===== src/rtl/sidec_pkg.sv =====
// sidec_pkg: shared types and constants for the signed decimal printer
// depends on nothing; used by signed_int_to_decimal_ascii and sidec_check
package sidec_pkg;

   localparam int unsigned WORD_W      = 32;
   localparam int unsigned DIGIT_W     = 4;
   localparam int unsigned DIGIT_SLOTS = 10;
   localparam int unsigned BCD_W       = DIGIT_W * DIGIT_SLOTS;
   localparam int unsigned BIT_CNT_W   = 5;
   localparam int unsigned DIG_CNT_W   = 4;
   localparam int unsigned CHAR_W      = 8;

   localparam logic [CHAR_W-1:0]    ASCII_ZERO  = 8'h30;
   localparam logic [CHAR_W-1:0]    ASCII_MINUS = 8'h2D;
   localparam logic [BIT_CNT_W-1:0] LAST_BIT    = 5'd31;
   localparam logic [DIG_CNT_W-1:0] FULL_COUNT  = 4'd10;
   localparam logic [DIG_CNT_W-1:0] ONE_DIGIT   = 4'd1;

   typedef enum logic [2:0] {
      ST_IDLE,
      ST_CONV,
      ST_SKIP,
      ST_SIGN,
      ST_EMIT
   } state_type;

   // double-dabble correction: a digit of five or more gets three added before the shift
   function automatic logic [DIGIT_W-1:0] dabble_adjust(input logic [DIGIT_W-1:0] d);
      logic [DIGIT_W-1:0] r;
      r = (d >= 4'd5) ? d + 4'd3 : d;
      return r;
   endfunction

endpackage


===== src/rtl/signed_int_to_decimal_ascii.sv =====
// signed_int_to_decimal_ascii: prints a two's complement word as decimal ascii text
// depends on sidec_pkg
//
// One word is taken when start is high and busy is low. The block then prints
// it as signed decimal text, one character per beat, most significant digit
// first, with a leading '-' for a negative value; rsp_last marks the final
// character. Zero prints "0" and the most negative value prints
// "-2147483648". Each character is on rsp_char_out for exactly one cycle with
// rsp_valid high and the receiver must take it then: there is no back-pressure.
// Sequence: after the accepting edge the word is converted bit-serially by a
// double-dabble shift register, one magnitude bit per cycle; then leading zero
// digits are dropped one digit per cycle, and the characters follow one per
// cycle. Busy lasts equally long whatever the number of digits, and longer for
// a negative word by its sign character; a new word is taken only once busy is low.
module signed_int_to_decimal_ascii
   import sidec_pkg::*;
(
   input  logic              clock,
   input  logic              reset,
   input  logic              start,
   output logic              busy,
   input  logic [WORD_W-1:0] req_word,
   output logic              rsp_valid,
   output logic [CHAR_W-1:0] rsp_char_out,
   output logic              rsp_last
);

   // control state
   state_type state_ff, state_in;

   // datapath registers: magnitude shifter, bcd digit store, counters, sign
   logic [WORD_W-1:0]    mag_ff, mag_in;
   logic [BCD_W-1:0]     bcd_ff, bcd_in;
   logic [BIT_CNT_W-1:0] bit_cnt_ff, bit_cnt_in;
   logic [DIG_CNT_W-1:0] dig_cnt_ff, dig_cnt_in;
   logic                 neg_ff, neg_in;

   logic                 accept;
   logic [DIGIT_W-1:0]   top_digit;
   logic [BCD_W-1:0]     bcd_adj;
   logic                 skip_more;

   assign accept    = start && (state_ff == ST_IDLE);
   assign top_digit = bcd_ff[BCD_W-1 -: DIGIT_W];
   // a leading zero is dropped while more than one digit is left
   assign skip_more = (top_digit == '0) && (dig_cnt_ff != ONE_DIGIT);

   // per-digit correction before each shift, all digits in parallel
   always_comb begin
      for (int k = 0; k < DIGIT_SLOTS; k++) begin
         bcd_adj[k*DIGIT_W +: DIGIT_W] = dabble_adjust(bcd_ff[k*DIGIT_W +: DIGIT_W]);
      end
   end

   // next state
   always_comb begin
      state_in = state_ff;
      unique case (state_ff)
         ST_IDLE: begin
            if (start) state_in = ST_CONV;
         end
         ST_CONV: begin
            if (bit_cnt_ff == '0) state_in = ST_SKIP;
         end
         ST_SKIP: begin
            if (!skip_more) state_in = neg_ff ? ST_SIGN : ST_EMIT;
         end
         ST_SIGN: begin
            state_in = ST_EMIT;
         end
         ST_EMIT: begin
            if (dig_cnt_ff == ONE_DIGIT) state_in = ST_IDLE;
         end
         default: begin
            state_in = ST_IDLE;
         end
      endcase
   end

   // datapath next values
   always_comb begin
      mag_in     = mag_ff;
      bcd_in     = bcd_ff;
      bit_cnt_in = bit_cnt_ff;
      dig_cnt_in = dig_cnt_ff;
      neg_in     = neg_ff;
      unique case (state_ff)
         ST_IDLE: begin
            if (accept) begin
               // two's complement magnitude; the most negative value maps onto itself
               neg_in     = req_word[WORD_W-1];
               mag_in     = req_word[WORD_W-1] ? (~req_word + 1'b1) : req_word;
               bcd_in     = '0;
               bit_cnt_in = LAST_BIT;
            end
         end
         ST_CONV: begin
            // shift one magnitude bit into the corrected bcd register
            bcd_in     = {bcd_adj[BCD_W-2:0], mag_ff[WORD_W-1]};
            mag_in     = {mag_ff[WORD_W-2:0], 1'b0};
            bit_cnt_in = bit_cnt_ff - 1'b1;
            dig_cnt_in = FULL_COUNT;
         end
         ST_SKIP: begin
            if (skip_more) begin
               bcd_in     = {bcd_ff[BCD_W-DIGIT_W-1:0], {DIGIT_W{1'b0}}};
               dig_cnt_in = dig_cnt_ff - 1'b1;
            end
         end
         ST_SIGN: begin
         end
         ST_EMIT: begin
            bcd_in     = {bcd_ff[BCD_W-DIGIT_W-1:0], {DIGIT_W{1'b0}}};
            dig_cnt_in = dig_cnt_ff - 1'b1;
         end
         default: begin
         end
      endcase
   end

   always_ff @(posedge clock) begin
      if (reset) begin
         state_ff   <= ST_IDLE;
         bit_cnt_ff <= '0;
         dig_cnt_ff <= '0;
         neg_ff     <= 1'b0;
         mag_ff     <= '0;
      end else begin
         state_ff   <= state_in;
         bit_cnt_ff <= bit_cnt_in;
         dig_cnt_ff <= dig_cnt_in;
         neg_ff     <= neg_in;
         mag_ff     <= mag_in;
      end
   end

   // digit store has no reset: every digit is written before it is read
   always_ff @(posedge clock) begin
      bcd_ff <= bcd_in;
   end

   // outputs
   always_comb begin
      busy         = (state_ff != ST_IDLE);
      rsp_valid    = 1'b0;
      rsp_char_out = ASCII_ZERO;
      rsp_last     = 1'b0;
      unique case (state_ff)
         ST_SIGN: begin
            rsp_valid    = 1'b1;
            rsp_char_out = ASCII_MINUS;
         end
         ST_EMIT: begin
            rsp_valid    = 1'b1;
            rsp_char_out = ASCII_ZERO + {{(CHAR_W-DIGIT_W){1'b0}}, top_digit};
            rsp_last     = (dig_cnt_ff == ONE_DIGIT);
         end
         ST_IDLE, ST_CONV, ST_SKIP: begin
         end
         default: begin
         end
      endcase
   end

endmodule


===== config.mk =====
export PLATFORM = sky130hd
export DESIGN_NAME = signed_int_to_decimal_ascii
export DESIGN_NICKNAME = d
export VERILOG_FILES = /design/src/rtl/sidec_pkg.sv /design/src/rtl/signed_int_to_decimal_ascii.sv
export SDC_FILE = /design/constraint.sdc
export NUM_CORES = 1
export LEC_CHECK = 0
export ABC_AREA = 1
export BUFFER_PORTS_ARGS = -buffer_cell sky130_fd_sc_hd__buf_4
export CELL_PAD_IN_SITES_DETAIL_PLACEMENT = 2
export CELL_PAD_IN_SITES_GLOBAL_PLACEMENT = 2
export CORE_ASPECT_RATIO = 0.9
export CORE_MARGIN = 4
export CORE_UTILIZATION = 36
export CTS_BUF_LIST = sky130_fd_sc_hd__clkbuf_2
export DETAILED_ROUTE_END_ITERATION = 8
export GPL_ROUTABILITY_DRIVEN = 0
export GPL_TIMING_DRIVEN = 0
export PLACE_DENSITY = 0.93
export SETUP_SLACK_MARGIN = 0.4
export SLEW_MARGIN = 10
export SYNTH_ARGS = -nofsm -noshare
export SYNTH_HDL_FRONTEND = slang
export SYNTH_SLANG_ARGS = --single-unit
export TNS_END_PERCENT = 1

===== constraint.sdc =====
create_clock -name clock -period 2.9 [get_ports clock]
set_input_delay 0.145 -clock clock [delete_from_list [all_inputs] [get_ports clock]]
set_output_delay 0.145 -clock clock [all_outputs]
set_load 0.1 [all_outputs]

==> results of run 1 <==
synth_stat cells, drive strengths merged, types with 3 or more instances:
master	count	area [um2]
buf	21	138
dfxtp	45	901
nand4	4	25.0
a32o	7	70.1
or2	12	75.1
nand2	153	602
edfxtp	40	1200
nand3b	3	22.5
ha	25	313
a21oi	34	170
nor3	5	41.3
nor2	71	293
o32ai	8	70.1
a31oi	13	81.3
o22ai	29	181
nand3	77	390
clkbuf	7	26.3
o21ai	65	329
o211ai	4	30.0
inv	141	532
xor2	9	78.8
logic make-up (layout without fill, tap and decap cells):
kind of cell	after synthesis	after routing
AOI/OAI and AO/OA	168	168
xor gates and xnor gates	10	10
adders and majority gates	25	25
buffers and inverters	170	265
DFF	85	85
other	2	9
and+or+nand+nor	328	328
report_power, final:
group / switching, uW / internal [uW]
registers: 429 / 2000
logic: 3420 / 1350
clock network: 529 / 118
metal layers:
| layer | global-route usage (%) | share of wire, % | up-vias |
|---|---|---|---|
| li1 | - | - | 2807 |
| met1 | 37.2 | 42 | 3146 |
| met2 | 52.5 | 50 | 237 |
| met3 | 4.19 | 4.4 | 71 |
| met4 | 15.3 | 4.0 | 0 |
| met5 | 0 | 0 | - |
worst max-delay path, delay by kind of cell, from the launching register on:
kind | cells | cell delay, ps
adder cells (fa/ha/maj) | 1 | 190
AO/OA/AOI/OAI | 1 | 350
buffers and inverters | 2 | 410
AND/OR/NAND/NOR | 4 | 400
flip-flops | 1 | 500
final timing paths:
check / depth (start not counted) / slack (ps) / endpoint
hold reg to reg: 2 / 500 / mag_ff[0]
hold / removal: 7 / 150 / mag_ff[31]
setup reg to reg: 8 / 660 / bcd_ff[1]
setup / recovery: 8 / 660 / bcd_ff[1]
flip-flops by register name, indices dropped and copies added (netlist names):
signal	cells
bcd_ff	40
mag_ff	32
bit_cnt_ff	5
dig_cnt_ff	4
state_ff	3
neg_ff	1
per-stage QoR:
step | hold slack [ps] | power [uW]
global placement | 432 | 6260
floorplan | 294 | 5230
CTS | 124 | 7420
detailed placement | 448 | 6750
global route | 202 | 8300
finish | 146 | 7850
what timing repair did:
item,CTS,global route
hold buffers,36,0
endpoints found under the setup margin,0,0
hold endpoints to repair,37,0
final cells by class:
class,instances,area (um2),share of cell area [%]
Antenna cell,6,15.0,0.223
Buffer,28,164,2.43
Clock buffer,10,50.0,0.742
Clock inverter,6,38.8,0.575
Inverter,142,536,7.94
Multi-Input combinational cell,534,2890,42.9
Sequential cell,85,2100,31.2
Tap cell,202,253,3.75
Timing Repair Buffer,79,696,10.3
cell usage in the layout, fill, tap and decap left out, types with 3 or more instances in the layout:
cell type	instances
sky130_fd_sc_hd__nor2_1	68
sky130_fd_sc_hd__clkbuf_1	7
sky130_fd_sc_hd__buf_6	4
sky130_fd_sc_hd__inv_1	135
sky130_fd_sc_hd__nand4_1	4
sky130_fd_sc_hd__diode_2	6
sky130_fd_sc_hd__o21ai_0	59
sky130_fd_sc_hd__o22ai_1	29
sky130_fd_sc_hd__nand3b_1	3
sky130_fd_sc_hd__a31oi_1	13
sky130_fd_sc_hd__ha_1	25
sky130_fd_sc_hd__nor3_1	3
sky130_fd_sc_hd__o21ai_1	5
sky130_fd_sc_hd__nand2_1	148
sky130_fd_sc_hd__xor2_1	9
sky130_fd_sc_hd__nand2_4	3
sky130_fd_sc_hd__buf_4	46
sky130_fd_sc_hd__or2_2	12
sky130_fd_sc_hd__nand3_1	76
sky130_fd_sc_hd__clkbuf_2	10
sky130_fd_sc_hd__buf_2	11
sky130_fd_sc_hd__dlygate4sd3_1	36
sky130_fd_sc_hd__edfxtp_1	40
sky130_fd_sc_hd__conb_1	3
sky130_fd_sc_hd__dfxtp_1	45
sky130_fd_sc_hd__inv_2	6
sky130_fd_sc_hd__o32ai_1	8
sky130_fd_sc_hd__a32o_1	7
sky130_fd_sc_hd__o211ai_1	4
sky130_fd_sc_hd__a21oi_1	34
==> reports/qor.log, run 1 <==
INFO  status         status=finished, final reports clean
INFO  final_layout   final_cell_count_no_fill=1092
INFO  cts            cts_num_sinks=85
INFO  floorplan      placeableCoreArea=0.0154mm2
INFO  floorplan      start_util=36.8%
INFO  cts            ctsResizeCount=0
INFO  worst_setup_path kind_of_start_point_of_the_critical_path=register
INFO  pwr            irDropWorstVdd=0.871mV
INFO  worst_setup_path critical-path-top-cell-by-count=sky130_fd_sc_hd__nand2_1
INFO  logic_synthesis synthesis.instances=788
INFO  sta            setup-violations-final=0
INFO  placed_design  hpwl=16.1mm
INFO  sta            final-max-slew-violation-count=0
INFO  logic_synthesis syn_avg_cell_area=7.22um2
INFO  floorplan      ios=46
INFO  placed_design  place_inst=1034
INFO  logic_synthesis synth_seq_cells=85
INFO  logic_synthesis synth-compound-area-share=17.7%
INFO  logic_synthesis combinational_family_with_the_most_area_after_synthesis=simple AND/OR/NAND/NOR gates
INFO  logic_synthesis ys.flop_type=sky130_fd_sc_hd__dfxtp_1
INFO  sta            maxSlewHeadroom=52.3%
INFO  logic_synthesis synthMuxAreaShare=0%
INFO  sta            number_of_endpoints_with_negative_hold_slack_in_the_final_report=0
INFO  worst_setup_path crit_path_top_delay_cell=sky130_fd_sc_hd__edfxtp_1
INFO  final_layout   layout-drive-gt1-share=12.4%
INFO  hold_path      holdCritPathClass=in -> reg
INFO  cts            clk_pin_slew_worst_paths=310ps
INFO  final_layout   share_of_the_core_filled_with_cells_in_the_final_layout=43.7%
INFO  grt            largest_net_degree_at_the_start_of_global_routing=34
INFO  floorplan      placement_rows=43
INFO  routing        drt_wirelength=27.1mm
INFO  grt            number_of_antenna_violations_at_the_first_check_in_global_routing=6
INFO  logic_synthesis ys_async_sr_fraction=0%
INFO  pwr            power_per_cell_area=1160mW/mm2
INFO  worst_setup_path timing.critical_path.arrival=2560ps
INFO  floorplan      die-area=0.0179mm2
INFO  grt            wire_length_of_the_first_global_routing_pass=41.6mm
INFO  job            cap_viol_max_count=0
INFO  cts            numCtsBuffers=9
INFO  worst_setup_path crit_chain=inv_1, ha_1, nand2_1, nor2_1, nand2_1, nand2_1, o311a_2, buf_12
INFO  grt            grt_overflow_total=0
INFO  placed_design  placement.cell_area=0.00628mm2
INFO  cts            buffer_type_at_the_clock_tree_root=sky130_fd_sc_hd__clkbuf_2
INFO  hold_path      hold_path.startpoint=start
INFO  routing        routed-via-count=6261
INFO  sta            setup-tns-final=0ps
INFO  worst_setup_path slowest_delay=500ps
INFO  logic_synthesis syn_area=0.00569mm2
INFO  sta            grt_setup_unrepaired=false
INFO  logic_synthesis post_synth_xor_area_fraction=1.54%
INFO  floorplan      die_height=127um
INFO  cts            cts_htree_levels=3
INFO  worst_setup_path setup.worst_path.end_class=register
INFO  sta            worst_slack=661ps
INFO  routing        avg_wl_per_cell=24.8um
INFO  worst_setup_path r2r-start=bcd_ff[36]
INFO  worst_setup_path worst_setup_path_startpoint=bcd_ff[36]
INFO  sta            timing.final.crit_share=77.2%
INFO  final_layout   post-route-cell-area=0.00674mm2
INFO  placed_design  port-buffer-count=42
INFO  routing        drtAntennaViolNets=0
INFO  placed_design  placement.setup.worst_slack=842ps
INFO  worst_setup_path setup.worst_path.class=reg -> reg
INFO  routing        drt-vias-per-instance=5.73
INFO  final_layout   nets=939
INFO  cts            cts_setup_buffers=0
INFO  final_layout   areaGrowthSynthToFinish=18.6%
INFO  worst_setup_path critical_path.max_fanout=33
INFO  routing        drt_first_iter_violations=479
INFO  routing        drc=0
INFO  cts            cts_buffer_depth=2
INFO  routing        drt_first_pass_iters=5
INFO  sta            tightest_slew=716ps
INFO  logic_synthesis yosysWarnings=0
INFO  sta            final_period_minus_worst_setup_slack=2240ps
INFO  sta            achievable_frequency=0.447GHz
INFO  grt            all_layer_global_routing_usage=30.4%
INFO  logic_synthesis synth_cell_types=48
INFO  logic_synthesis synth_enable_flop_cells=40
INFO  worst_setup_path worstPathRequired=3230ps
INFO  cts            clock_tree_from_tritoncts=built
INFO  final_layout   layout.filler_cells=1779
INFO  logic_synthesis synth_adder_area_share=5.50%
INFO  grt            vias_in_the_first_global_route=7068
INFO  cts            clock_insertion_delay_worst_skew=680ps
INFO  floorplan      die-width=140um
INFO  pwr            leakagePower=0.00287uW
INFO  logic_synthesis synth.yosys.seq_area_share=37.0%
INFO  logic_synthesis synth_simple_gate_area_share=25.8%
INFO  sta            finClkSkew=83.1ps
Power figures use the tool's default switching activity.
==> inputs of run 2 (changes only) <==
Settings changed: CORE_UTILIZATION 36 to 32, PLACE_DENSITY 0.93 to 0.88.
Clock period 2.9 ns to 1.94 ns, I/O delays scaled along.
==> reports/qor.log, run 2 (synthesized netlist as in run 1, its figures left out) <==
INFO  status         status=finished with violations [was finished, final reports clean]
INFO  status         violations=negative setup slack
INFO  sta            timing.final.crit_share=110% [was 77.2%]
INFO  grt            number_of_antenna_violations_at_the_first_check_in_global_routing=0 [was 6]
INFO  worst_setup_path worstPathRequired=2420ps [was 3230 ps]
INFO  floorplan      die-area=0.0200mm2 [was 0.0179 mm2]
INFO  worst_setup_path kind_of_start_point_of_the_critical_path=register [unchanged]
INFO  sta            worst_slack=-190ps [was 661 ps]
INFO  grt            wire_length_of_the_first_global_routing_pass=42.4mm [was 41.6 mm]
INFO  worst_setup_path crit_chain=inv_2, ha_1, inv_1, or2_2, nand2_2, nand2_2, inv_2, nand2_2, nand3_2, o21ai_1 [was inv_1, ha_1, nand2_1, nor2_1, nand2_1, nand2_1, o311a_2, buf_12]
INFO  final_layout   layout-drive-gt1-share=24.6% [was 12.4%]
INFO  sta            achievable_frequency=0.469GHz [was 0.447 GHz]
INFO  grt            grt_overflow_total=0 [unchanged]
INFO  sta            finClkSkew=87.5ps [was 83.1 ps]
INFO  job            cap_viol_max_count=0 [unchanged]
INFO  sta            number_of_endpoints_with_negative_hold_slack_in_the_final_report=0 [unchanged]
INFO  final_layout   largest_register=bcd_ff [unchanged]
INFO  worst_setup_path crit_path_top_delay_cell=sky130_fd_sc_hd__edfxtp_1 [unchanged]
INFO  cts            cts_buffer_depth=2 [unchanged]
INFO  final_layout   final_cell_count_no_fill=1139 [was 1092]
INFO  worst_setup_path setup.worst_path.end_class=register [unchanged]
INFO  grt            largest_net_degree_at_the_start_of_global_routing=17 [was 34]
INFO  placed_design  port-buffer-count=42 [unchanged]
INFO  final_layout   areaGrowthSynthToFinish=34.1% [was 18.6%]
INFO  final_layout   biggestRegsByFlops=bcd_ff x40, mag_ff x32, bit_cnt_ff x5 [unchanged]
INFO  worst_setup_path critical_path.max_fanout=4 [was 33]
INFO  final_layout   largest_reg_flops=40 [unchanged]
INFO  grt            global_route.usage.met3=5.20% [was 4.19%]
INFO  pwr            irDropWorstVdd=0.543mV [was 0.871 mV]
INFO  cts            clock_tree_from_tritoncts=built [unchanged]
INFO  sta            grt_setup_unrepaired=true [was false]
INFO  sta            final_period_minus_worst_setup_slack=2130ps [was 2240 ps]
INFO  grt            met2_routing_resource_usage_after_global_routing=48.0% [was 52.5%]
INFO  final_layout   share_of_the_core_filled_with_cells_in_the_final_layout=44.4% [was 43.7%]
INFO  final_layout   nets=959 [was 939]
INFO  sta            tightest_slew=772ps [was 716 ps]
INFO  routing        drc=0 [unchanged]
INFO  worst_setup_path timing.critical_path.arrival=2610ps [was 2560 ps]
INFO  routing        drtAntennaViolNets=0 [unchanged]
INFO  sta            setup-tns-final=-1000ps [was 0 ps]
INFO  placed_design  place_inst=1066 [was 1034]
INFO  hold_path      holdCritPathClass=in -> reg [unchanged]
INFO  cts            numCtsBuffers=9 [unchanged]
INFO  grt            m1_gr_usage=32.4% [was 37.2%]
INFO  floorplan      placeableCoreArea=0.0172mm2 [was 0.0154 mm2]
INFO  routing        drt-vias-per-instance=6.11 [was 5.73]
INFO  sta            final-max-slew-violation-count=0 [unchanged]
INFO  pwr            leakagePower=0.00309uW [was 0.00287 uW]
INFO  cts            cts_num_sinks=85 [unchanged]
INFO  floorplan      start_util=33.1% [was 36.8%]
INFO  routing        drt_first_iter_violations=618 [was 479]
INFO  placed_design  hpwl=15.6mm [was 16.1 mm]
INFO  pwr            power_per_cell_area=1970mW/mm2 [was 1160 mW/mm2]
INFO  floorplan      die_height=134um [was 127 um]
INFO  sta            maxSlewHeadroom=48.5% [was 52.3%]
INFO  cts            cts_htree_levels=3 [unchanged]
INFO  final_layout   layout.cells.most_common=sky130_fd_sc_hd__nand2_1 [unchanged]
INFO  pwr            total_design_power=15000uW [was 7850 uW]
INFO  final_layout   insertedDiodeCount=0 [was 6]
INFO  routing        routed-via-count=6961 [was 6261]
INFO  cts            clock_insertion_delay_worst_skew=710ps [was 680 ps]
INFO  floorplan      placement_rows=45 [was 43]
INFO  floorplan      ios=46 [unchanged]
INFO  cts            buffer_type_at_the_clock_tree_root=sky130_fd_sc_hd__clkbuf_2 [unchanged]
INFO  routing        avg_wl_per_cell=29.3um [was 24.8 um]
INFO  routing        drt_first_pass_iters=7 [was 5]
INFO  routing        drt_wirelength=33.4mm [was 27.1 mm]
INFO  grt            grt-busiest-layer=met2 [unchanged]
INFO  worst_setup_path slowest_delay=510ps [was 500 ps]
INFO  grt            all_layer_global_routing_usage=27.4% [was 30.4%]
INFO  final_layout   layout_common_cells=sky130_fd_sc_hd__nand2_1 (139), sky130_fd_sc_hd__inv_1 (105), sky130_fd_sc_hd__nand3_1 (66) [was sky130_fd_sc_hd__nand2_1 (148), sky130_fd_sc_hd__inv_1 (135), sky130_fd_sc_hd__nand3_1 (76)]
INFO  worst_setup_path critical-path-top-cell-by-count=sky130_fd_sc_hd__nand2_2 [was sky130_fd_sc_hd__nand2_1]
INFO  grt            vias_in_the_first_global_route=7267 [was 7068]
INFO  floorplan      die-width=149um [was 140 um]
INFO  worst_setup_path setup.worst_path.class=reg -> reg [unchanged]
INFO  sta            setup-violations-final=22 [was 0]
INFO  cts            clk_pin_slew_worst_paths=350ps [was 310 ps]
-- run 2: changes by cell type in the layout (fill, tap and decap cells not counted), moves of 9 or more --
cell / before / now
sky130_fd_sc_hd__nor2_2: 1 / 10
sky130_fd_sc_hd__nand2_1: 148 / 139
sky130_fd_sc_hd__nand3_1: 76 / 66
sky130_fd_sc_hd__nor2_1: 68 / 56
sky130_fd_sc_hd__buf_4: 46 / 57
sky130_fd_sc_hd__inv_1: 135 / 105
sky130_fd_sc_hd__inv_2: 6 / 30
sky130_fd_sc_hd__buf_12: 1 / 10
-- run 2: power by group --
part / internal (uW) / leakage (uW) / switching [uW]
logic: 3160 / 0.00222 / 6770
registers: 3020 / 0.000783 / 767
clock network: 451 / 0.0000893 / 848
-- run 2: per-layer routing --
metal  vias to the layer above  wire [um]
li1                       2870          -
met1                      3490      12700
met2                       440      16400
met3                       161       2330
met4                         0       1970
met5                         -          0
-- run 2: worst paths after layout --
path                startpoint  slack, ps  depth (start not counted)    endpoint
setup / recovery    bcd_ff[33]       -190                         10  bcd_ff[34]
hold / removal    req_word[10]         40                          6  mag_ff[11]
hold reg to reg      mag_ff[0]        530                          2   mag_ff[0]
setup reg to reg    bcd_ff[33]       -190                         10  bcd_ff[34]
-- run 2: through the flow --
stage | area (um2) | setup slack, ps | hold WS (ps)
detailed placement | 6360 | -146 | 386
global route | 7630 | -179 | 21.6
floorplan | 5750 | 138 | 246
global placement | 6360 | -124 | 392
CTS | 7080 | 31.0 | 14.8
finish | 7630 | -190 | 37.4
-- run 2: critical path, delay by kind of cell (launching register included) --
family	cells	cell delay (ps)
DFF	1	510
adders and majority gates	1	210
and+or+nand+nor	5	710
AOI/OAI and AO/OA	1	130
buffers and inverters	3	330
-- run 2: final cells by class --
class	count	area [um2]
timing repair buffer	94	871
multi-input combinational	539	3380
inverter	142	549
clock inverter	7	104
tap	235	294
sequential	85	2120
fill	1900	9550
clock buffer	9	45.0
buffer	28	262
-- run 2: what timing repair did --
item,CTS,global route
endpoints found under the hold margin,37,0
resized for setup,35,143
pin swaps,2,14
setup buffers,6,11
hold buffers,35,0
setup endpoints to repair,133,133
cloned,3,2
==> inputs of run 3 (changes only) <==
==> constraint.sdc (replaced) <==
create_clock -name clock -period 1.94 [get_ports clock]
set_input_delay 0.388 -clock clock [delete_from_list [all_inputs] [get_ports clock]]
set_output_delay 0.388 -clock clock [all_outputs]
set_load 0.1 [all_outputs]
==> reports/qor.log, run 3 (synthesized netlist as in run 1, its figures left out) <==
INFO  status         status=finished with violations [unchanged]
INFO  status         violations=negative setup slack [unchanged]
INFO  cts            numCtsBuffers=9 [unchanged]
INFO  routing        drt_wirelength=30.1mm [was 33.4 mm]
INFO  worst_setup_path kind_of_start_point_of_the_critical_path=register [unchanged]
INFO  routing        top_layer_used=met4 [unchanged]
INFO  routing        drt_first_iter_violations=572 [was 618]
INFO  worst_setup_path setup.worst_path.end_class=primary output [was register]
INFO  cts            cts_buffer_depth=2 [unchanged]
INFO  worst_setup_path critical_path.max_fanout=7 [was 4]
INFO  worst_setup_path crit_path_top_delay_cell=sky130_fd_sc_hd__dfxtp_4 [was sky130_fd_sc_hd__edfxtp_1]
INFO  floorplan      ios=46 [unchanged]
INFO  routing        met2_wirelength=15.1mm [was 16.4 mm]
INFO  worst_setup_path worstPathRequired=1550ps [was 2420 ps]
INFO  final_layout   post-route-cell-area=0.00761mm2 [was 0.00763 mm2]
INFO  sta            finClkSkew=101ps [was 87.5 ps]
INFO  grt            largest_net_degree_at_the_start_of_global_routing=21 [was 17]
INFO  sta            final_period_minus_worst_setup_slack=2290ps [was 2130 ps]
INFO  floorplan      die_height=134um [unchanged]
INFO  hold_path      holdCritPathClass=in -> reg [unchanged]
INFO  routing        met3WireLength=1.66mm [was 2.33 mm]
INFO  floorplan      placement_rows=45 [unchanged]
INFO  sta            setup-violations-final=69 [was 22]
INFO  cts            clock_insertion_delay_worst_skew=700ps [was 710 ps]
INFO  grt            number_of_antenna_violations_at_the_first_check_in_global_routing=0 [unchanged]
INFO  routing        drc=0 [unchanged]
INFO  pwr            seq_power_share=25.2% [about the same]
INFO  cts            clock_tree_from_tritoncts=built [unchanged]
INFO  pwr            leakagePower=0.00305uW [was 0.00309 uW]
INFO  pwr            switchingPower=8450uW [was 8380 uW]
INFO  floorplan      die-area=0.0200mm2 [unchanged]
INFO  grt            grt_overflow_total=0 [unchanged]
INFO  final_layout   layout_common_cells=sky130_fd_sc_hd__nand2_1 (122), sky130_fd_sc_hd__inv_1 (110), sky130_fd_sc_hd__nor2_1 (62) [was sky130_fd_sc_hd__nand2_1 (139), sky130_fd_sc_hd__inv_1 (105), sky130_fd_sc_hd__nand3_1 (66)]
INFO  placed_design  hpwl=15.6mm [about the same]
INFO  pwr            internal_power=6720uW [was 6630 uW]
INFO  worst_setup_path slowest_delay=450ps [was 510 ps]
INFO  job            cap_viol_max_count=0 [unchanged]
INFO  final_layout   insertedDiodeCount=0 [unchanged]
INFO  worst_setup_path setup.worst_path.class=reg -> out [was reg -> reg]
INFO  sta            timing.final.crit_share=118% [was 110%]
INFO  grt            all_layer_global_routing_usage=26.4% [was 27.4%]
INFO  sta            grt_setup_unrepaired=true [unchanged]
INFO  pwr            total_design_power=15200uW [was 15000 uW]
INFO  pwr            power_frac_clock=8.1% [was 8.7%]
INFO  routing        drt_first_pass_iters=7 [unchanged]
INFO  final_layout   largest_register=bcd_ff [unchanged]
INFO  sta            tightest_slew=914ps [was 772 ps]
INFO  sta            achievable_frequency=0.436GHz [was 0.469 GHz]
INFO  final_layout   areaGrowthSynthToFinish=33.8% [was 34.1%]
INFO  final_layout   layout.cells.most_common=sky130_fd_sc_hd__nand2_1 [unchanged]
INFO  final_layout   layout-drive-gt1-share=29.7% [was 24.6%]
INFO  final_layout   biggestRegsByFlops=bcd_ff x40, mag_ff x32, bit_cnt_ff x5 [unchanged]
INFO  cts            buffer_type_at_the_clock_tree_root=sky130_fd_sc_hd__clkbuf_2 [unchanged]
INFO  cts            cts_htree_levels=3 [unchanged]
INFO  routing        avg_wl_per_cell=27.6um [was 29.3 um]
INFO  routing        routed-via-count=6420 [was 6961]
INFO  worst_setup_path crit_chain=nor2_4, nand2_8, o21ai_4, buf_12 [was inv_2, ha_1, inv_1, or2_2, nand2_2, nand2_2, inv_2, nand2_2, nand3_2, o21ai_1]
INFO  routing        drt-met1-wl=12.0mm [was 12.7 mm]
INFO  sta            number_of_endpoints_with_negative_hold_slack_in_the_final_report=0 [unchanged]
INFO  grt            vias_in_the_first_global_route=6765 [was 7267]
INFO  sta            maxSlewHeadroom=39.1% [was 48.5%]
INFO  sta            worst_slack=-351ps [was -190 ps]
INFO  pwr            power_per_cell_area=1990mW/mm2 [was 1970 mW/mm2]
INFO  sta            final-max-slew-violation-count=0 [unchanged]
INFO  floorplan      die-width=149um [unchanged]
INFO  final_layout   nets=913 [was 959]
INFO  grt            wire_length_of_the_first_global_routing_pass=40.4mm [was 42.4 mm]
INFO  final_layout   largest_reg_flops=40 [unchanged]
INFO  pwr            power.combinational.fraction=66.6% [was 66.1%]
INFO  cts            clk_pin_slew_worst_paths=350ps [about the same]
INFO  floorplan      placeableCoreArea=0.0172mm2 [unchanged]
INFO  placed_design  port-buffer-count=42 [unchanged]
INFO  worst_setup_path timing.critical_path.arrival=1900ps [was 2610 ps]
INFO  routing        drt-vias-per-instance=5.87 [was 6.11]
INFO  pwr            switching_power_share_of_the_total=55.7% [was 55.8%]
INFO  placed_design  placement.cell_area=0.00640mm2 [was 0.00636 mm2]
INFO  routing        drtAntennaViolNets=0 [unchanged]
INFO  cts            cts_num_sinks=85 [unchanged]
INFO  pwr            irDropWorstVdd=0.657mV [was 0.543 mV]
INFO  floorplan      start_util=33.1% [unchanged]
[run 3: area by class of cell]
class	instances	area [um2]
fill	1890	9560
buffer	28	309
clock buffer	9	45.0
inverter	142	571
clock inverter	7	95.1
timing repair buffer	52	503
multi-input combinational	535	3680
tap	235	294
sequential	85	2120
[run 3: power groups by stage]
stage	combinational, uW	clock, uW	sequential (uW)
2_1_floorplan	4620	0	3380
6_report	10100	1230	3830
4_1_cts	8210	1170	3620
3_5_place_dp	6470	0	3580
3_3_place_gp	6070	0	3510
5_1_grt	10500	1310	3870
[run 3: worst paths after layout]
| path | start | slack (ps) | endpoint | cells past startpoint |
|---|---|---|---|---|
| worst min-delay path | req_word[5] | 30 | mag_ff[5] | 4 |
| worst max-delay path | state_ff[0] | -350 | rsp_char_out[3] | 4 |
| worst min register to register | mag_ff[0] | 520 | mag_ff[0] | 2 |
| worst max register to register | bcd_ff[36] | -150 | bcd_ff[8] | 7 |
[run 3: per-layer routing]
metal	GRT usage, %	vias to the layer above
met2	45.9	295
met4	10.2	0
met3	5.07	117
met1	32.3	3246
met5	0	-
li1	-	2762
[run 3: worst max-delay path, delay by kind of cell, from the launching register on]
family / cells / cell delay, ps
buf+inv: 1 / 190
flops: 1 / 450
simple gates: 2 / 370
compound gates: 1 / 180
[run 3: repair_timing]
item / 4_1_cts / 5_1_grt
setup endpoints to repair: 133 / 133
cloned: 1 / 0
pin swaps: 58 / 33
hold endpoints to repair: 1 / 3
buffers inserted: 4 / 2
resized for setup: 198 / 83
hold buffers: 1 / 3
[run 3: through the flow]
stage | util, % | hold slack (ps) | cells | setup WS, ps | setup TNS [ps]
after global placement | 37.2 | 453 | 1066 | -89.5 | -3790
after detailed placement | 37.2 | 465 | 1066 | -147 | -6850
after global routing | 44.3 | -2.85 | 1093 | -425 | -10210
after CTS | 42.2 | 24.7 | 1088 | -212 | -3090
final | 44.3 | 26.1 | 1093 | -351 | -6860
after floorplan | - | 439 | 789 | 161 | 0
